File: config.mk
export PLATFORM = sky130hd
export DESIGN_NAME = can_log_csv_line_parser_flat
export DESIGN_NICKNAME = d
export VERILOG_FILES = /design/src/hw/rtl/clcp_pkg.sv /design/src/hw/rtl/clcp_stream_if.sv /design/src/hw/rtl/can_log_csv_line_parser.sv /design/src/hw/rtl/clcp_char_step.sv /design/src/hw/rtl/clcp_line_check.sv /design/src/hw/rtl/clcp_result_fifo.sv /design/src/flat_wrapper.sv
export SDC_FILE = /design/constraint.sdc
export NUM_CORES = 2
export LEC_CHECK = 0
export ABC_AREA = 1
export BUFFER_PORTS_ARGS = -buffer_cell sky130_fd_sc_hd__buf_2
export CAP_MARGIN = 5
export CORE_AREA = 2 2 406 408
export DETAILED_ROUTE_END_ITERATION = 10
export DIE_AREA = 0 0 408 410
export GPL_TIMING_DRIVEN = 0
export PLACE_DENSITY = 0.76
export SYNTH_ARGS = -nofsm -noshare
export SYNTH_HDL_FRONTEND = slang
export SYNTH_SLANG_ARGS = --single-unit
File: constraint.sdc
create_clock -name i_clk -period 30 [get_ports i_clk]
set_input_delay 1.5 -clock i_clk [delete_from_list [all_inputs] [get_ports i_clk]]
set_output_delay 1.5 -clock i_clk [all_outputs]
set_load 0.02 [all_outputs]
File: src/hw/rtl/clcp_pkg.sv
// Shared types, constants and per-character helper functions for the CAN log line parser.
`default_nettype none

package clcp_pkg;

    localparam int HeaderLen = 54;
    localparam logic [HeaderLen*8-1:0] HeaderText =
        "Time Stamp,ID,Extended,Bus,LEN,D1,D2,D3,D4,D5,D6,D7,D8";

    localparam logic [7:0] ChCr    = 8'h0d;
    localparam logic [7:0] ChLf    = 8'h0a;
    localparam logic [7:0] ChComma = 8'h2c;

    localparam int MetaColumns     = 5;
    localparam int MaxPayloadBytes = 8;
    localparam logic [3:0] ColumnSat = 4'd15;
    localparam logic [4:0] TokenDead = 5'd31;
    localparam logic [31:0] StdIdMax = 32'h0000_07ff;
    localparam logic [31:0] ExtIdMax = 32'h1fff_ffff;

    localparam int FifoDepth = 8;
    localparam int FifoAw    = 3;

    // Result kinds
    localparam logic [1:0] KindFrame = 2'd0;
    localparam logic [1:0] KindError = 2'd1;
    localparam logic [1:0] KindDone  = 2'd2;

    // Error codes
    localparam logic [3:0] ErrBadHeader    = 4'd0;
    localparam logic [3:0] ErrEmptyRow     = 4'd1;
    localparam logic [3:0] ErrFewColumns   = 4'd2;
    localparam logic [3:0] ErrTimestamp    = 4'd3;
    localparam logic [3:0] ErrIdentifier   = 4'd4;
    localparam logic [3:0] ErrExtended     = 4'd5;
    localparam logic [3:0] ErrBus          = 4'd6;
    localparam logic [3:0] ErrBusRange     = 4'd7;
    localparam logic [3:0] ErrDlc          = 4'd8;
    localparam logic [3:0] ErrExtraColumns = 4'd9;
    localparam logic [3:0] ErrMissingByte  = 4'd10;
    localparam logic [3:0] ErrBadByte      = 4'd11;
    localparam logic [3:0] ErrRange        = 4'd12;
    localparam logic [3:0] ErrNoHeader     = 4'd13;

    // Field bad flag positions
    localparam int FlagTime = 0;
    localparam int FlagId   = 1;
    localparam int FlagBus  = 3;
    localparam int FlagLen  = 4;

    typedef struct packed {
        logic        has_chars;
        logic        pending_cr;
        logic [5:0]  hdr_pos;
        logic        hdr_mis;
        logic [3:0]  col;
        logic [1:0]  clen;
        logic [63:0] tacc;
        logic [31:0] iacc;
        logic [31:0] bacc;
        logic [31:0] lacc;
        logic [4:0]  tok;
        logic [4:0]  fbad;
        logic [MaxPayloadBytes-1:0][7:0] pbytes;
        logic [MaxPayloadBytes-1:0]      pbad;
    } t_line_state;

    typedef struct packed {
        logic [1:0]  kind;
        logic        final_res;
        logic [3:0]  error_code;
        logic [31:0] line_num;
        logic [63:0] stamp_us;
        logic [28:0] identifier;
        logic        extended;
        logic [7:0]  bus;
        logic [3:0]  dlc;
        logic [63:0] payload;
    } t_result;

    typedef struct packed {
        logic    emit;
        logic    is_err;
        logic    hdr_ok;
        t_result res;
    } t_verdict;

    function automatic logic [7:0] header_char(logic [5:0] pos);
        int idx;
        idx = HeaderLen - 1 - int'(pos);
        if (idx < 0) begin
            idx = 0;
        end
        return HeaderText[idx*8 +: 8];
    endfunction

    // Returns {valid, nibble}
    function automatic logic [4:0] hex_value(logic [7:0] c);
        logic [4:0] r;
        r = '0;
        if (c >= "0" && c <= "9") begin
            r = {1'b1, 4'(c - "0")};
        end else if (c >= "a" && c <= "f") begin
            r = {1'b1, 4'(c - "a" + 8'd10)};
        end else if (c >= "A" && c <= "F") begin
            r = {1'b1, 4'(c - "A" + 8'd10)};
        end
        return r;
    endfunction

    // Returns {overflow_or_bad, new_acc}
    function automatic logic [32:0] dec32_step(logic [31:0] acc, logic [7:0] c);
        logic [35:0] w;
        logic [32:0] r;
        w = ({4'b0, acc} << 3) + ({4'b0, acc} << 1) + 36'(c - "0");
        r = {1'b0, acc};
        if (c < "0" || c > "9") begin
            r[32] = 1'b1;
        end else if (|w[35:32]) begin
            r[32] = 1'b1;
        end else begin
            r[31:0] = w[31:0];
        end
        return r;
    endfunction

    function automatic logic [4:0] token_next(logic [4:0] st, logic [7:0] c);
        logic [4:0] nx;
        nx = TokenDead;
        case (st)
            5'd0: begin
                if (c == "0") nx = 5'd1;
                else if (c == "1") nx = 5'd2;
                else if (c == "f") nx = 5'd3;
                else if (c == "F") nx = 5'd8;
                else if (c == "t") nx = 5'd17;
                else if (c == "T") nx = 5'd21;
            end
            5'd3:  if (c == "a") nx = 5'd4;
            5'd4:  if (c == "l") nx = 5'd5;
            5'd5:  if (c == "s") nx = 5'd6;
            5'd6:  if (c == "e") nx = 5'd7;
            5'd8: begin
                if (c == "a") nx = 5'd9;
                else if (c == "A") nx = 5'd13;
            end
            5'd9:  if (c == "l") nx = 5'd10;
            5'd10: if (c == "s") nx = 5'd11;
            5'd11: if (c == "e") nx = 5'd12;
            5'd13: if (c == "L") nx = 5'd14;
            5'd14: if (c == "S") nx = 5'd15;
            5'd15: if (c == "E") nx = 5'd16;
            5'd17: if (c == "r") nx = 5'd18;
            5'd18: if (c == "u") nx = 5'd19;
            5'd19: if (c == "e") nx = 5'd20;
            5'd21: begin
                if (c == "r") nx = 5'd22;
                else if (c == "R") nx = 5'd25;
            end
            5'd22: if (c == "u") nx = 5'd23;
            5'd23: if (c == "e") nx = 5'd24;
            5'd25: if (c == "U") nx = 5'd26;
            5'd26: if (c == "E") nx = 5'd27;
            default: nx = TokenDead;
        endcase
        return nx;
    endfunction

    // Advance the column state by one character of a data line
    function automatic t_line_state feed_field(t_line_state s, logic [7:0] c,
                                               logic [3:0] npb);
        t_line_state n;
        logic [4:0]  lim;
        logic [2:0]  p;
        logic [1:0]  prior;
        logic [67:0] tw;
        logic [4:0]  hv;
        logic [32:0] dr;
        n     = s;
        lim   = 5'(MetaColumns) + 5'(npb);
        p     = 3'(s.col - 4'(MetaColumns));
        prior = s.clen;
        tw    = ({4'b0, s.tacc} << 3) + ({4'b0, s.tacc} << 1) + 68'(c - "0");
        hv    = hex_value(c);
        dr    = '0;
        if (c == ChComma) begin
            if (s.col >= 4'(MetaColumns) && {1'b0, s.col} < lim &&
                (s.clen == 2'd0 || s.clen == 2'd3)) begin
                n.pbad[p] = 1'b1;
            end
            if (s.col < 4'(MetaColumns) && s.col != 4'd2 && s.clen == 2'd0) begin
                n.fbad[s.col[2:0]] = 1'b1;
            end
            if (s.col < ColumnSat) begin
                n.col = s.col + 4'd1;
            end
            n.clen = 2'd0;
        end else begin
            if (s.clen < 2'd3) begin
                n.clen = s.clen + 2'd1;
            end
            case (s.col)
                4'd0: begin
                    if (!s.fbad[FlagTime]) begin
                        if (c < "0" || c > "9" || (|tw[67:64])) begin
                            n.fbad[FlagTime] = 1'b1;
                        end else begin
                            n.tacc = tw[63:0];
                        end
                    end
                end
                4'd1: begin
                    if (!s.fbad[FlagId]) begin
                        if (!hv[4] || (|s.iacc[31:28])) begin
                            n.fbad[FlagId] = 1'b1;
                        end else begin
                            n.iacc = {s.iacc[27:0], hv[3:0]};
                        end
                    end
                end
                4'd2: n.tok = token_next(s.tok, c);
                4'd3: begin
                    if (!s.fbad[FlagBus]) begin
                        dr = dec32_step(s.bacc, c);
                        n.fbad[FlagBus] = dr[32];
                        n.bacc = dr[31:0];
                    end
                end
                4'd4: begin
                    if (!s.fbad[FlagLen]) begin
                        dr = dec32_step(s.lacc, c);
                        n.fbad[FlagLen] = dr[32];
                        n.lacc = dr[31:0];
                    end
                end
                default: begin
                    if ({1'b0, s.col} < lim) begin
                        if (!hv[4]) begin
                            n.pbad[p] = 1'b1;
                        end else if (prior < 2'd2) begin
                            n.pbytes[p] = {s.pbytes[p][3:0], hv[3:0]};
                        end
                    end
                end
            endcase
        end
        return n;
    endfunction

    // Route one character to the header matcher or the column parser
    function automatic t_line_state feed_char(t_line_state s, logic [7:0] c,
                                              logic hdr_seen, logic [3:0] npb);
        t_line_state n;
        n = s;
        if (!hdr_seen) begin
            if (int'(s.hdr_pos) < HeaderLen && c == header_char(s.hdr_pos)) begin
                n.hdr_pos = s.hdr_pos + 6'd1;
            end else begin
                n.hdr_mis = 1'b1;
            end
        end else begin
            n = feed_field(s, c, npb);
        end
        return n;
    endfunction

endpackage

`default_nettype wire

File: src/hw/rtl/clcp_stream_if.sv
// Valid/ready channel interfaces for the character input and the result output.
`default_nettype none

interface clcp_in_if;
    logic       valid;
    logic       ready;
    logic [7:0] symbol;
    logic       finish;

    modport source (output valid, output symbol, output finish, input ready);
    modport sink   (input valid, input symbol, input finish, output ready);
endinterface

interface clcp_out_if;
    logic        valid;
    logic        ready;
    logic [1:0]  kind;
    logic        final_res;
    logic [3:0]  error_code;
    logic [31:0] line_num;
    logic [63:0] stamp_us;
    logic [28:0] identifier;
    logic        extended;
    logic [7:0]  bus;
    logic [3:0]  dlc;
    logic [63:0] payload;

    modport source (output valid, output kind, output final_res, output error_code,
                    output line_num, output stamp_us, output identifier,
                    output extended, output bus, output dlc, output payload,
                    input ready);
    modport sink   (input valid, input kind, input final_res, input error_code,
                    input line_num, input stamp_us, input identifier,
                    input extended, input bus, input dlc, input payload,
                    output ready);
endinterface

`default_nettype wire

File: src/hw/rtl/can_log_csv_line_parser.sv
// A character transfer is registered, evaluated from that register, and its result is
// written to the result buffer, whose head drives the output. Throughput: one character
// per cycle while input is not stalled; the line state update is one registered pass.
// A finish item may give two results, queued in an eight-entry result buffer; input
// stalls when the buffer could not take two more results beyond those of the held item.
// Reset (synchronous, active low) clears line state and queue; the line count restarts at 1.
`default_nettype none

module can_log_csv_line_parser #(
    parameter int PAYLOAD_BYTES   = 8,
    parameter int LINE_COUNT_BITS = 32
) (
    input  logic              i_clk,
    input  logic              i_rst_n,
    clcp_in_if.sink           i_in,
    clcp_out_if.source        o_out
);

    logic                       r_in_v;
    logic [7:0]                 r_sym;
    logic                       r_fin;
    clcp_pkg::t_line_state      r_st, n_st, w_step;
    logic                       r_hdr, n_hdr;
    logic                       r_halted, n_halted;
    logic [LINE_COUNT_BITS-1:0] r_line, n_line;
    logic [63:0]                w_line_wide;
    logic [31:0]                w_line32;
    clcp_pkg::t_verdict         w_vd;
    clcp_pkg::t_result          w_res_a, w_res_b, w_tail, w_head;
    logic [1:0]                 w_push_n;
    logic [clcp_pkg::FifoAw:0]  w_cnt;
    logic                       w_pop;
    logic                       w_fail_now;

    // accept input while the queue has room for this and the held item
    assign i_in.ready = (5'(w_cnt) + (r_in_v ? 5'd2 : 5'd0)) <= 5'(clcp_pkg::FifoDepth - 2);

    always_ff @(posedge i_clk) begin
        if (!i_rst_n) begin
            r_in_v <= 1'b0;
        end else begin
            r_in_v <= i_in.valid && i_in.ready;
        end
    end

    always_ff @(posedge i_clk) begin
        if (i_in.valid && i_in.ready) begin
            r_sym <= i_in.symbol;
            r_fin <= i_in.finish;
        end
    end

    // saturate the line number to the port width
    assign w_line_wide = 64'(r_line);
    assign w_line32    = (|w_line_wide[63:32]) ? 32'hffff_ffff : w_line_wide[31:0];

    clcp_char_step #(.PAYLOAD_BYTES(PAYLOAD_BYTES)) u_step (
        .i_state    (r_st),
        .i_symbol   (r_sym),
        .i_hdr_seen (r_hdr),
        .o_state    (w_step)
    );

    clcp_line_check #(.PAYLOAD_BYTES(PAYLOAD_BYTES)) u_check (
        .i_state    (r_st),
        .i_hdr_seen (r_hdr),
        .i_line     (w_line32),
        .o_verdict  (w_vd)
    );

    // next state and results for the held item
    always_comb begin
        n_st     = r_st;
        n_hdr    = r_hdr;
        n_halted = r_halted;
        n_line   = r_line;
        w_res_a  = w_vd.res;
        w_res_b  = '0;
        w_tail   = '0;
        w_push_n = 2'd0;
        w_fail_now = r_st.has_chars && w_vd.is_err;
        if (r_in_v) begin
            if (r_fin) begin
                if (!r_halted) begin
                    if (r_hdr || (r_st.has_chars && w_vd.hdr_ok)) begin
                        w_tail.kind      = clcp_pkg::KindDone;
                        w_tail.final_res = 1'b1;
                    end else begin
                        w_tail.kind        = clcp_pkg::KindError;
                        w_tail.final_res   = 1'b1;
                        w_tail.error_code  = clcp_pkg::ErrNoHeader;
                        w_tail.line_num    = 32'd1;
                    end
                    if (r_st.has_chars && w_vd.emit) begin
                        w_res_b  = w_tail;
                        w_push_n = w_fail_now ? 2'd1 : 2'd2;
                    end else begin
                        w_res_a  = w_tail;
                        w_push_n = 2'd1;
                    end
                end
                // rearm for a new text
                n_st     = '0;
                n_hdr    = 1'b0;
                n_halted = 1'b0;
                n_line   = LINE_COUNT_BITS'(1);
            end else if (!r_halted) begin
                if (r_sym == clcp_pkg::ChLf) begin
                    w_push_n = w_vd.emit ? 2'd1 : 2'd0;
                    if (w_vd.is_err) begin
                        n_halted = 1'b1;
                    end else begin
                        if (r_line != '1) begin
                            n_line = r_line + 1'b1;
                        end
                        n_st  = '0;
                        n_hdr = r_hdr || w_vd.hdr_ok;
                    end
                end else begin
                    n_st = w_step;
                end
            end
        end
    end

    always_ff @(posedge i_clk) begin
        if (!i_rst_n) begin
            r_st     <= '0;
            r_hdr    <= 1'b0;
            r_halted <= 1'b0;
            r_line   <= LINE_COUNT_BITS'(1);
        end else begin
            r_st     <= n_st;
            r_hdr    <= n_hdr;
            r_halted <= n_halted;
            r_line   <= n_line;
        end
    end

    assign w_pop = o_out.valid && o_out.ready;

    clcp_result_fifo u_fifo (
        .i_clk    (i_clk),
        .i_rst_n  (i_rst_n),
        .i_push_n (w_push_n),
        .i_res_a  (w_res_a),
        .i_res_b  (w_res_b),
        .i_pop    (w_pop),
        .o_head   (w_head),
        .o_count  (w_cnt)
    );

    // drive the result channel from the queue head
    assign o_out.valid        = (w_cnt != '0);
    assign o_out.kind         = w_head.kind;
    assign o_out.final_res    = w_head.final_res;
    assign o_out.error_code   = w_head.error_code;
    assign o_out.line_num     = w_head.line_num;
    assign o_out.stamp_us     = w_head.stamp_us;
    assign o_out.identifier   = w_head.identifier;
    assign o_out.extended     = w_head.extended;
    assign o_out.bus          = w_head.bus;
    assign o_out.dlc          = w_head.dlc;
    assign o_out.payload      = w_head.payload;

    // queue never takes more than it can hold
    a_no_overflow: assert property (@(posedge i_clk) disable iff (!i_rst_n)
        (w_push_n != 2'd0) |-> ((5'(w_cnt) + 5'(w_push_n)) <= 5'(clcp_pkg::FifoDepth)))
        else $error("result queue overflow");

    // halted parser gives no result for characters
    a_halted_quiet: assert property (@(posedge i_clk) disable iff (!i_rst_n)
        (r_in_v && !r_fin && r_halted) |-> (w_push_n == 2'd0))
        else $error("result after error");

    // an error on a line end halts the parser
    a_error_halts: assert property (@(posedge i_clk) disable iff (!i_rst_n)
        (r_in_v && !r_fin && !r_halted && r_sym == clcp_pkg::ChLf && w_vd.is_err)
        |=> r_halted)
        else $error("error did not halt");

    // finish rearms the parser
    a_finish_rearms: assert property (@(posedge i_clk) disable iff (!i_rst_n)
        (r_in_v && r_fin) |=> (!r_hdr && !r_halted && r_line == LINE_COUNT_BITS'(1)))
        else $error("finish did not rearm");

endmodule

`default_nettype wire

File: src/hw/rtl/clcp_char_step.sv
// Per-character update of the line state: carriage return hold-back, header match, columns.
`default_nettype none

module clcp_char_step #(
    parameter int PAYLOAD_BYTES = 8
) (
    input  clcp_pkg::t_line_state i_state,
    input  logic [7:0]            i_symbol,
    input  logic                  i_hdr_seen,
    output clcp_pkg::t_line_state o_state
);

    localparam logic [3:0] Npb = 4'(PAYLOAD_BYTES);

    clcp_pkg::t_line_state w_s;

    always_comb begin
        w_s = i_state;
        w_s.has_chars  = 1'b1;
        w_s.pending_cr = 1'b0;
        // release a held carriage return as an ordinary character
        if (i_state.pending_cr) begin
            w_s = clcp_pkg::feed_char(w_s, clcp_pkg::ChCr, i_hdr_seen, Npb);
        end
        // hold a new carriage return until the next character shows its role
        if (i_symbol == clcp_pkg::ChCr) begin
            w_s.pending_cr = 1'b1;
        end else begin
            w_s = clcp_pkg::feed_char(w_s, i_symbol, i_hdr_seen, Npb);
        end
    end

    assign o_state = w_s;

endmodule

`default_nettype wire

File: src/hw/rtl/clcp_line_check.sv
// End-of-line evaluation: header acceptance or frame checks in priority order.
`default_nettype none

module clcp_line_check #(
    parameter int PAYLOAD_BYTES = 8
) (
    input  clcp_pkg::t_line_state i_state,
    input  logic                  i_hdr_seen,
    input  logic [31:0]           i_line,
    output clcp_pkg::t_verdict    o_verdict
);

    localparam logic [3:0] Npb = 4'(PAYLOAD_BYTES);

    clcp_pkg::t_line_state w_f;
    logic [3:0]  w_col;
    logic [4:0]  w_count;
    logic        w_ext_ok;
    logic        w_ext;
    logic [3:0]  w_dlc;
    logic [clcp_pkg::MaxPayloadBytes-1:0] w_mask;
    logic [63:0] w_pay;
    logic [3:0]  w_code;
    logic        w_err;

    // close the last column as if a comma followed
    always_comb begin
        w_f   = clcp_pkg::feed_field(i_state, clcp_pkg::ChComma, Npb);
        w_col = w_f.col - 4'd1;
        if (w_col == 4'd14) begin
            w_col = 4'd15;
        end
        w_count = {1'b0, w_col} + 5'd1;
    end

    // decode the extended token
    always_comb begin
        w_ext_ok = 1'b1;
        w_ext    = 1'b0;
        case (w_f.tok)
            5'd1, 5'd7, 5'd12, 5'd16: w_ext = 1'b0;
            5'd2, 5'd20, 5'd24, 5'd27: w_ext = 1'b1;
            default: w_ext_ok = 1'b0;
        endcase
    end

    // gather payload bytes below the length
    always_comb begin
        w_dlc = w_f.lacc[3:0];
        w_pay = '0;
        for (int i = 0; i < clcp_pkg::MaxPayloadBytes; i++) begin
            w_mask[i] = (4'(i) < w_dlc);
            w_pay[i*8 +: 8] = w_mask[i] ? w_f.pbytes[i] : 8'h00;
        end
    end

    // pick the first failing check
    always_comb begin
        w_err  = 1'b1;
        w_code = clcp_pkg::ErrBadHeader;
        if (!i_hdr_seen) begin
            w_err = i_state.hdr_mis || (int'(i_state.hdr_pos) != clcp_pkg::HeaderLen);
        end else if (i_state.col == 4'd0 && i_state.clen == 2'd0) begin
            w_code = clcp_pkg::ErrEmptyRow;
        end else if (w_count < 5'(clcp_pkg::MetaColumns)) begin
            w_code = clcp_pkg::ErrFewColumns;
        end else if (w_f.fbad[clcp_pkg::FlagTime]) begin
            w_code = clcp_pkg::ErrTimestamp;
        end else if (w_f.fbad[clcp_pkg::FlagId]) begin
            w_code = clcp_pkg::ErrIdentifier;
        end else if (!w_ext_ok) begin
            w_code = clcp_pkg::ErrExtended;
        end else if (w_f.fbad[clcp_pkg::FlagBus]) begin
            w_code = clcp_pkg::ErrBus;
        end else if (|w_f.bacc[31:8]) begin
            w_code = clcp_pkg::ErrBusRange;
        end else if (w_f.fbad[clcp_pkg::FlagLen] || w_f.lacc > 32'(Npb)) begin
            w_code = clcp_pkg::ErrDlc;
        end else if (w_count > 5'(clcp_pkg::MetaColumns) + 5'(Npb)) begin
            w_code = clcp_pkg::ErrExtraColumns;
        end else if (w_count < 5'(clcp_pkg::MetaColumns) + 5'(w_dlc)) begin
            w_code = clcp_pkg::ErrMissingByte;
        end else if (|(w_f.pbad & w_mask)) begin
            w_code = clcp_pkg::ErrBadByte;
        end else if (w_f.iacc > (w_ext ? clcp_pkg::ExtIdMax : clcp_pkg::StdIdMax)) begin
            w_code = clcp_pkg::ErrRange;
        end else begin
            w_err = 1'b0;
        end
    end

    // build the result
    always_comb begin
        o_verdict = '0;
        o_verdict.is_err = w_err;
        o_verdict.hdr_ok = !i_hdr_seen && !w_err;
        o_verdict.emit   = w_err || i_hdr_seen;
        o_verdict.res.line_num = i_line;
        if (w_err) begin
            o_verdict.res.kind       = clcp_pkg::KindError;
            o_verdict.res.final_res  = 1'b1;
            o_verdict.res.error_code = w_code;
        end else begin
            o_verdict.res.kind         = clcp_pkg::KindFrame;
            o_verdict.res.stamp_us     = w_f.tacc;
            o_verdict.res.identifier   = w_f.iacc[28:0];
            o_verdict.res.extended     = w_ext;
            o_verdict.res.bus          = w_f.bacc[7:0];
            o_verdict.res.dlc          = w_dlc;
            o_verdict.res.payload      = w_pay;
        end
    end

endmodule

`default_nettype wire

File: src/hw/rtl/clcp_result_fifo.sv
// Small result queue taking up to two results per cycle and giving one.
`default_nettype none

module clcp_result_fifo (
    input  logic                  i_clk,
    input  logic                  i_rst_n,
    input  logic [1:0]            i_push_n,
    input  clcp_pkg::t_result     i_res_a,
    input  clcp_pkg::t_result     i_res_b,
    input  logic                  i_pop,
    output clcp_pkg::t_result     o_head,
    output logic [clcp_pkg::FifoAw:0] o_count
);

    clcp_pkg::t_result r_mem [clcp_pkg::FifoDepth];
    logic [clcp_pkg::FifoAw-1:0] r_wr, r_rd;
    logic [clcp_pkg::FifoAw:0]   r_cnt;
    logic [clcp_pkg::FifoAw-1:0] w_wr1;

    assign w_wr1 = r_wr + 1'b1;

    // advance pointers and count
    always_ff @(posedge i_clk) begin
        if (!i_rst_n) begin
            r_wr  <= '0;
            r_rd  <= '0;
            r_cnt <= '0;
        end else begin
            r_wr  <= r_wr + clcp_pkg::FifoAw'(i_push_n);
            r_rd  <= r_rd + clcp_pkg::FifoAw'(i_pop);
            r_cnt <= r_cnt + (clcp_pkg::FifoAw+1)'(i_push_n)
                           - (clcp_pkg::FifoAw+1)'(i_pop);
        end
    end

    // store entries
    always_ff @(posedge i_clk) begin
        if (i_push_n != 2'd0) begin
            r_mem[r_wr] <= i_res_a;
        end
        if (i_push_n == 2'd2) begin
            r_mem[w_wr1] <= i_res_b;
        end
    end

    assign o_head  = r_mem[r_rd];
    assign o_count = r_cnt;

endmodule

`default_nettype wire
File: src/flat_wrapper.sv
// flat-port wrapper written by rule: the top's interface ports become plain ports
module can_log_csv_line_parser_flat 
#(
    parameter int PAYLOAD_BYTES   = 8,
    parameter int LINE_COUNT_BITS = 32
)
  (i_clk, i_rst_n, i_in_valid, i_in_symbol, i_in_finish, i_in_ready, o_out_valid, o_out_kind, o_out_final_res, o_out_error_code, o_out_line_num, o_out_stamp_us, o_out_identifier, o_out_extended, o_out_bus, o_out_dlc, o_out_payload, o_out_ready);
  clcp_in_if i_in_i ();
  clcp_out_if o_out_i ();
  input  logic i_clk;
  input  logic i_rst_n;
  input wire logic [$bits(i_in_i.valid)-1:0] i_in_valid;
  input wire logic [$bits(i_in_i.symbol)-1:0] i_in_symbol;
  input wire logic [$bits(i_in_i.finish)-1:0] i_in_finish;
  output wire logic [$bits(i_in_i.ready)-1:0] i_in_ready;
  output wire logic [$bits(o_out_i.valid)-1:0] o_out_valid;
  output wire logic [$bits(o_out_i.kind)-1:0] o_out_kind;
  output wire logic [$bits(o_out_i.final_res)-1:0] o_out_final_res;
  output wire logic [$bits(o_out_i.error_code)-1:0] o_out_error_code;
  output wire logic [$bits(o_out_i.line_num)-1:0] o_out_line_num;
  output wire logic [$bits(o_out_i.stamp_us)-1:0] o_out_stamp_us;
  output wire logic [$bits(o_out_i.identifier)-1:0] o_out_identifier;
  output wire logic [$bits(o_out_i.extended)-1:0] o_out_extended;
  output wire logic [$bits(o_out_i.bus)-1:0] o_out_bus;
  output wire logic [$bits(o_out_i.dlc)-1:0] o_out_dlc;
  output wire logic [$bits(o_out_i.payload)-1:0] o_out_payload;
  input wire logic [$bits(o_out_i.ready)-1:0] o_out_ready;
  assign i_in_i.valid = i_in_valid;
  assign i_in_i.symbol = i_in_symbol;
  assign i_in_i.finish = i_in_finish;
  assign i_in_ready = i_in_i.ready;
  assign o_out_valid = o_out_i.valid;
  assign o_out_kind = o_out_i.kind;
  assign o_out_final_res = o_out_i.final_res;
  assign o_out_error_code = o_out_i.error_code;
  assign o_out_line_num = o_out_i.line_num;
  assign o_out_stamp_us = o_out_i.stamp_us;
  assign o_out_identifier = o_out_i.identifier;
  assign o_out_extended = o_out_i.extended;
  assign o_out_bus = o_out_i.bus;
  assign o_out_dlc = o_out_i.dlc;
  assign o_out_payload = o_out_i.payload;
  assign o_out_i.ready = o_out_ready;
  can_log_csv_line_parser #(.PAYLOAD_BYTES(PAYLOAD_BYTES), .LINE_COUNT_BITS(LINE_COUNT_BITS)) u_core (.i_clk(i_clk), .i_rst_n(i_rst_n), .i_in(i_in_i), .o_out(o_out_i));
endmodule
==> flow_metrics.tcl <==
set metrics [dict create \
    ioPinCount 224 \
    die_h_um 410 \
    yosys-top-cells-count "2255 x nor2_1, 2210 x o21ai_0, 1946 x nand3_1, 1917 x dfxtp_1, 1400 x nand2_1" \
    post-synth-top-count-cell "nor2_1" \
    layout-drive-gt1-share_pct 7.12 \
    drv_cap 1 \
    synthTopCellsByArea "dfxtp_1 40%, o21ai_0 11%, nand3_1 10%" \
    min_period_ps 7570 \
    violations "max-capacitance violations, max-slew violations" \
    die_area_um2 167000 \
    grt_max_degree 29 \
    timing.final.crit_share_pct 25.2 \
    num_rows 149 \
    grt_util_met2_pct 63.5 \
    path_max_fanout 10 \
    met1_usage_pct 56.1 \
    remaining_drc_errors 0 \
    syn2layout_area_growth_pct 11.6 \
    cts.sinks 1982 \
    drt-total-wl_um 368000 \
    slew_headroom_pct -3.23 \
    initial_utilization_pct 59.4 \
    cts_tree "done" \
    wl_per_cell_um 22.5 \
    hpwl_um 278000 \
    yosysWarnings 0 \
    htree_levels 4 \
    finalSetupTns_ps 0 \
    setup_viol 0 \
    viasPerCell 6.23 \
    cts_buffers 205 \
    hold_viol_final 0 \
    cp-startpoint "u_core.u_fifo.r_rd[0]$_SDFF_PN0_" \
    fmax_mhz 132 \
    cts_max_path_buffers 3 \
    synth_seq_cells 1982 \
    cp-start-kind "flip-flop" \
    required_ps 28500 \
    grt_pass1_wl_um 553000 \
    core_area_um2 163000 \
    finalNetCount 14300 \
    drt_iter0_markers 14200 \
    finalPower_mw 7.86 \
    cp.arrival_ps 6070 \
    clk_latency_ps 890 \
    final_cell_count_no_fill 16400 \
    crit_top_cell "clkbuf_1" \
    path_class "reg2out" \
    ys_seq_area_share_pct 41.5 \
    antenna_found_initial 34 \
    final.setup_skew_ps 55.7 \
    cp_slowest_stage_delay_ps 1150 \
    p_per_area_nw_per_um2 72.5 \
    status "finished with violations" \
    syn_avg_cell_area_um2 7.16 \
    yosysTopAreaCell "dfxtp_1" \
    cpLargestDelayFamily "buffers and inverters" \
    p_leak_nw 41.9 \
    detail_route.first_pass.iterations 6 \
    vias 102000 \
    r2r-start "u_core.r_st[249]$_SDFFE_PN0P_" \
    synth_top_cell_area_share_pct 39.5 \
    dp.cells 16000 \
    syn-num-nets 13900 \
    io_buffers 222 \
    cts-resized-gates 0 \
    die_w_um 408 \
    cts_setup_buffers 0 \
    ir_worst_vdd_uv 75.6 \
    grt.total_usage_pct 42.3 \
    drtAntennaViolNets 0 \
    synth_edf_count 65 \
    gr-usage-met3_pct 10.4 \
    maxSlewViolCount 11 \
    grt_pass1_vias 93900 \
    synth_async_sr_flop_share_pct 0 \
    synth_area_um2 97100 \
    postCtsHoldBufs 0 \
    hold_class "reg2reg" \
    cts_root_buffer "clkbuf_16" \
    min_from "u_core.r_st[6]$_SDFFE_PN0P_" \
    nFillCells 14600 \
    gp_congestion 1.01 \
    gr-total-overflow 0 \
    busiest_layer "met2" \
    synth_cell_types 60 \
    cp-end-kind "output port" \
    critPathSlowestCell "clkbuf_1" \
    tightestPinTransition_ps 1550 \
    synth_top_flop_cell "dfxtp_1" \
    path_buf_inv 6 \
    clk_pin_slew_ps 60 \
    syn-instance-count 13600 \
    cp_cell_sequence "clkbuf_1 -> inv_2 -> clkbuf_1 -> clkbuf_1 -> clkbuf_1 -> o21ai_0 -> a31oi_1 -> buf_2" \
    rsz0062_at_grt "false" \
]
==> where the power goes <==
part | internal (mW) | switching, mW
clock | 1.55 | 1.14
sequential | 2.68 | 0.0651
combinational | 0.667 | 1.75
==> flip-flops by register name, summed over array words and instances (netlist names) <==
| register | cells |
|---|---|
| u_core.r_fin | 1 |
| u_core.r_halted | 1 |
| u_core.r_hdr | 1 |
| u_core.r_in_v | 1 |
| u_core.r_line | 32 |
| u_core.r_st | 256 |
| u_core.r_sym | 8 |
| u_core.u_fifo.o_count | 4 |
| u_core.u_fifo.r_mem | 1672 |
| u_core.u_fifo.r_rd | 3 |
| u_core.u_fifo.r_wr | 3 |
==> cell families after synthesis <==
family | after synthesis | synth area share, %
adders and majority gates | 323 | 5.14
AOI/OAI and AO/OA | 3612 | 19.5
buffers and inverters | 1639 | 6.74
DFF | 1982 | 41.5
xor gates and xnor gates | 63 | 0.568
and+or+nand+nor | 5941 | 26.5
==> final timing paths <==
path                                           endpoint  slack [ps]  cells past startpoint
hold reg to reg             u_core.r_st[6]$_SDFFE_PN0P_         460                      2
setup reg to reg  u_core.u_fifo.r_mem[0][202]$_DFFE_PP_       23620                     12
setup / recovery                           o_out_bus[6]       22430                      8
hold / removal              u_core.r_st[6]$_SDFFE_PN0P_         460                      2
==> metrics by stage <==
stage	hold slack, ps	util (%)	worst slack, ps	area (µm²)
CTS	454	66.2	22860	108000
detailed placement	445	61.9	23800	101000
floorplan	427	-	19470	97100
global placement	434	61.8	15620	101000
global route	486	66.3	22620	108000
finish	458	66.3	22430	108000
==> layer usage <==
layer / share of wire, % / vias up
li1: - / 47200
met5: 0.030 / -
met2: 42 / 5932
met4: 5.9 / 18
met3: 12 / 1053
met1: 40 / 48000
==> area by class of cell <==
| type | instances | area [µm²] | share of cell area (%) |
|---|---|---|---|
| antenna | 22 | 55.1 | 0.0508 |
| buffer | 1003 | 4190 | 3.86 |
| clock buffer | 291 | 5990 | 5.52 |
| clock inverter | 91 | 1120 | 1.04 |
| inverter | 636 | 2390 | 2.20 |
| multi-input combinational | 9939 | 50200 | 46.4 |
| sequential | 1982 | 40300 | 37.2 |
| tap | 2189 | 2740 | 2.53 |
| timing repair buffer | 236 | 1320 | 1.21 |
==> placed cells by master, fill, tap and decap left out, drive strengths merged, types with 27 or more instances in the layout <==
cell / Yosys / routed
ha: 196 / 196
nor3: 68 / 68
o22ai: 225 / 225
inv: 628 / 634
or2: 33 / 33
nand3: 1952 / 1952
clkbuf: 645 / 936
buf: 358 / 594
o21ai: 2695 / 2695
xnor2: 27 / 27
xor2: 36 / 36
a21o: 31 / 31
edfxtp: 65 / 65
a21oi: 365 / 365
nand4: 102 / 102
nor4: 29 / 29
fa: 127 / 127
nand2: 1461 / 1461
nor2: 2273 / 2273
o21bai: 30 / 30
clkinv: 8 / 65
dfxtp: 1917 / 1917
a31oi: 221 / 221
==> worst register-to-register path: stages (launching register included) <==
cell      delay (ps)
dfxtp_1          360
clkinv_1         180
ha_1             180
nand3_1           80
nor3_1           810
nand2_1          530
o211ai_2         690
nor3_1           180
inv_2            400
buf_2            660
clkbuf_1        1140
clkbuf_1         520
nand2_1          360
Power figures use the tool's default switching activity.
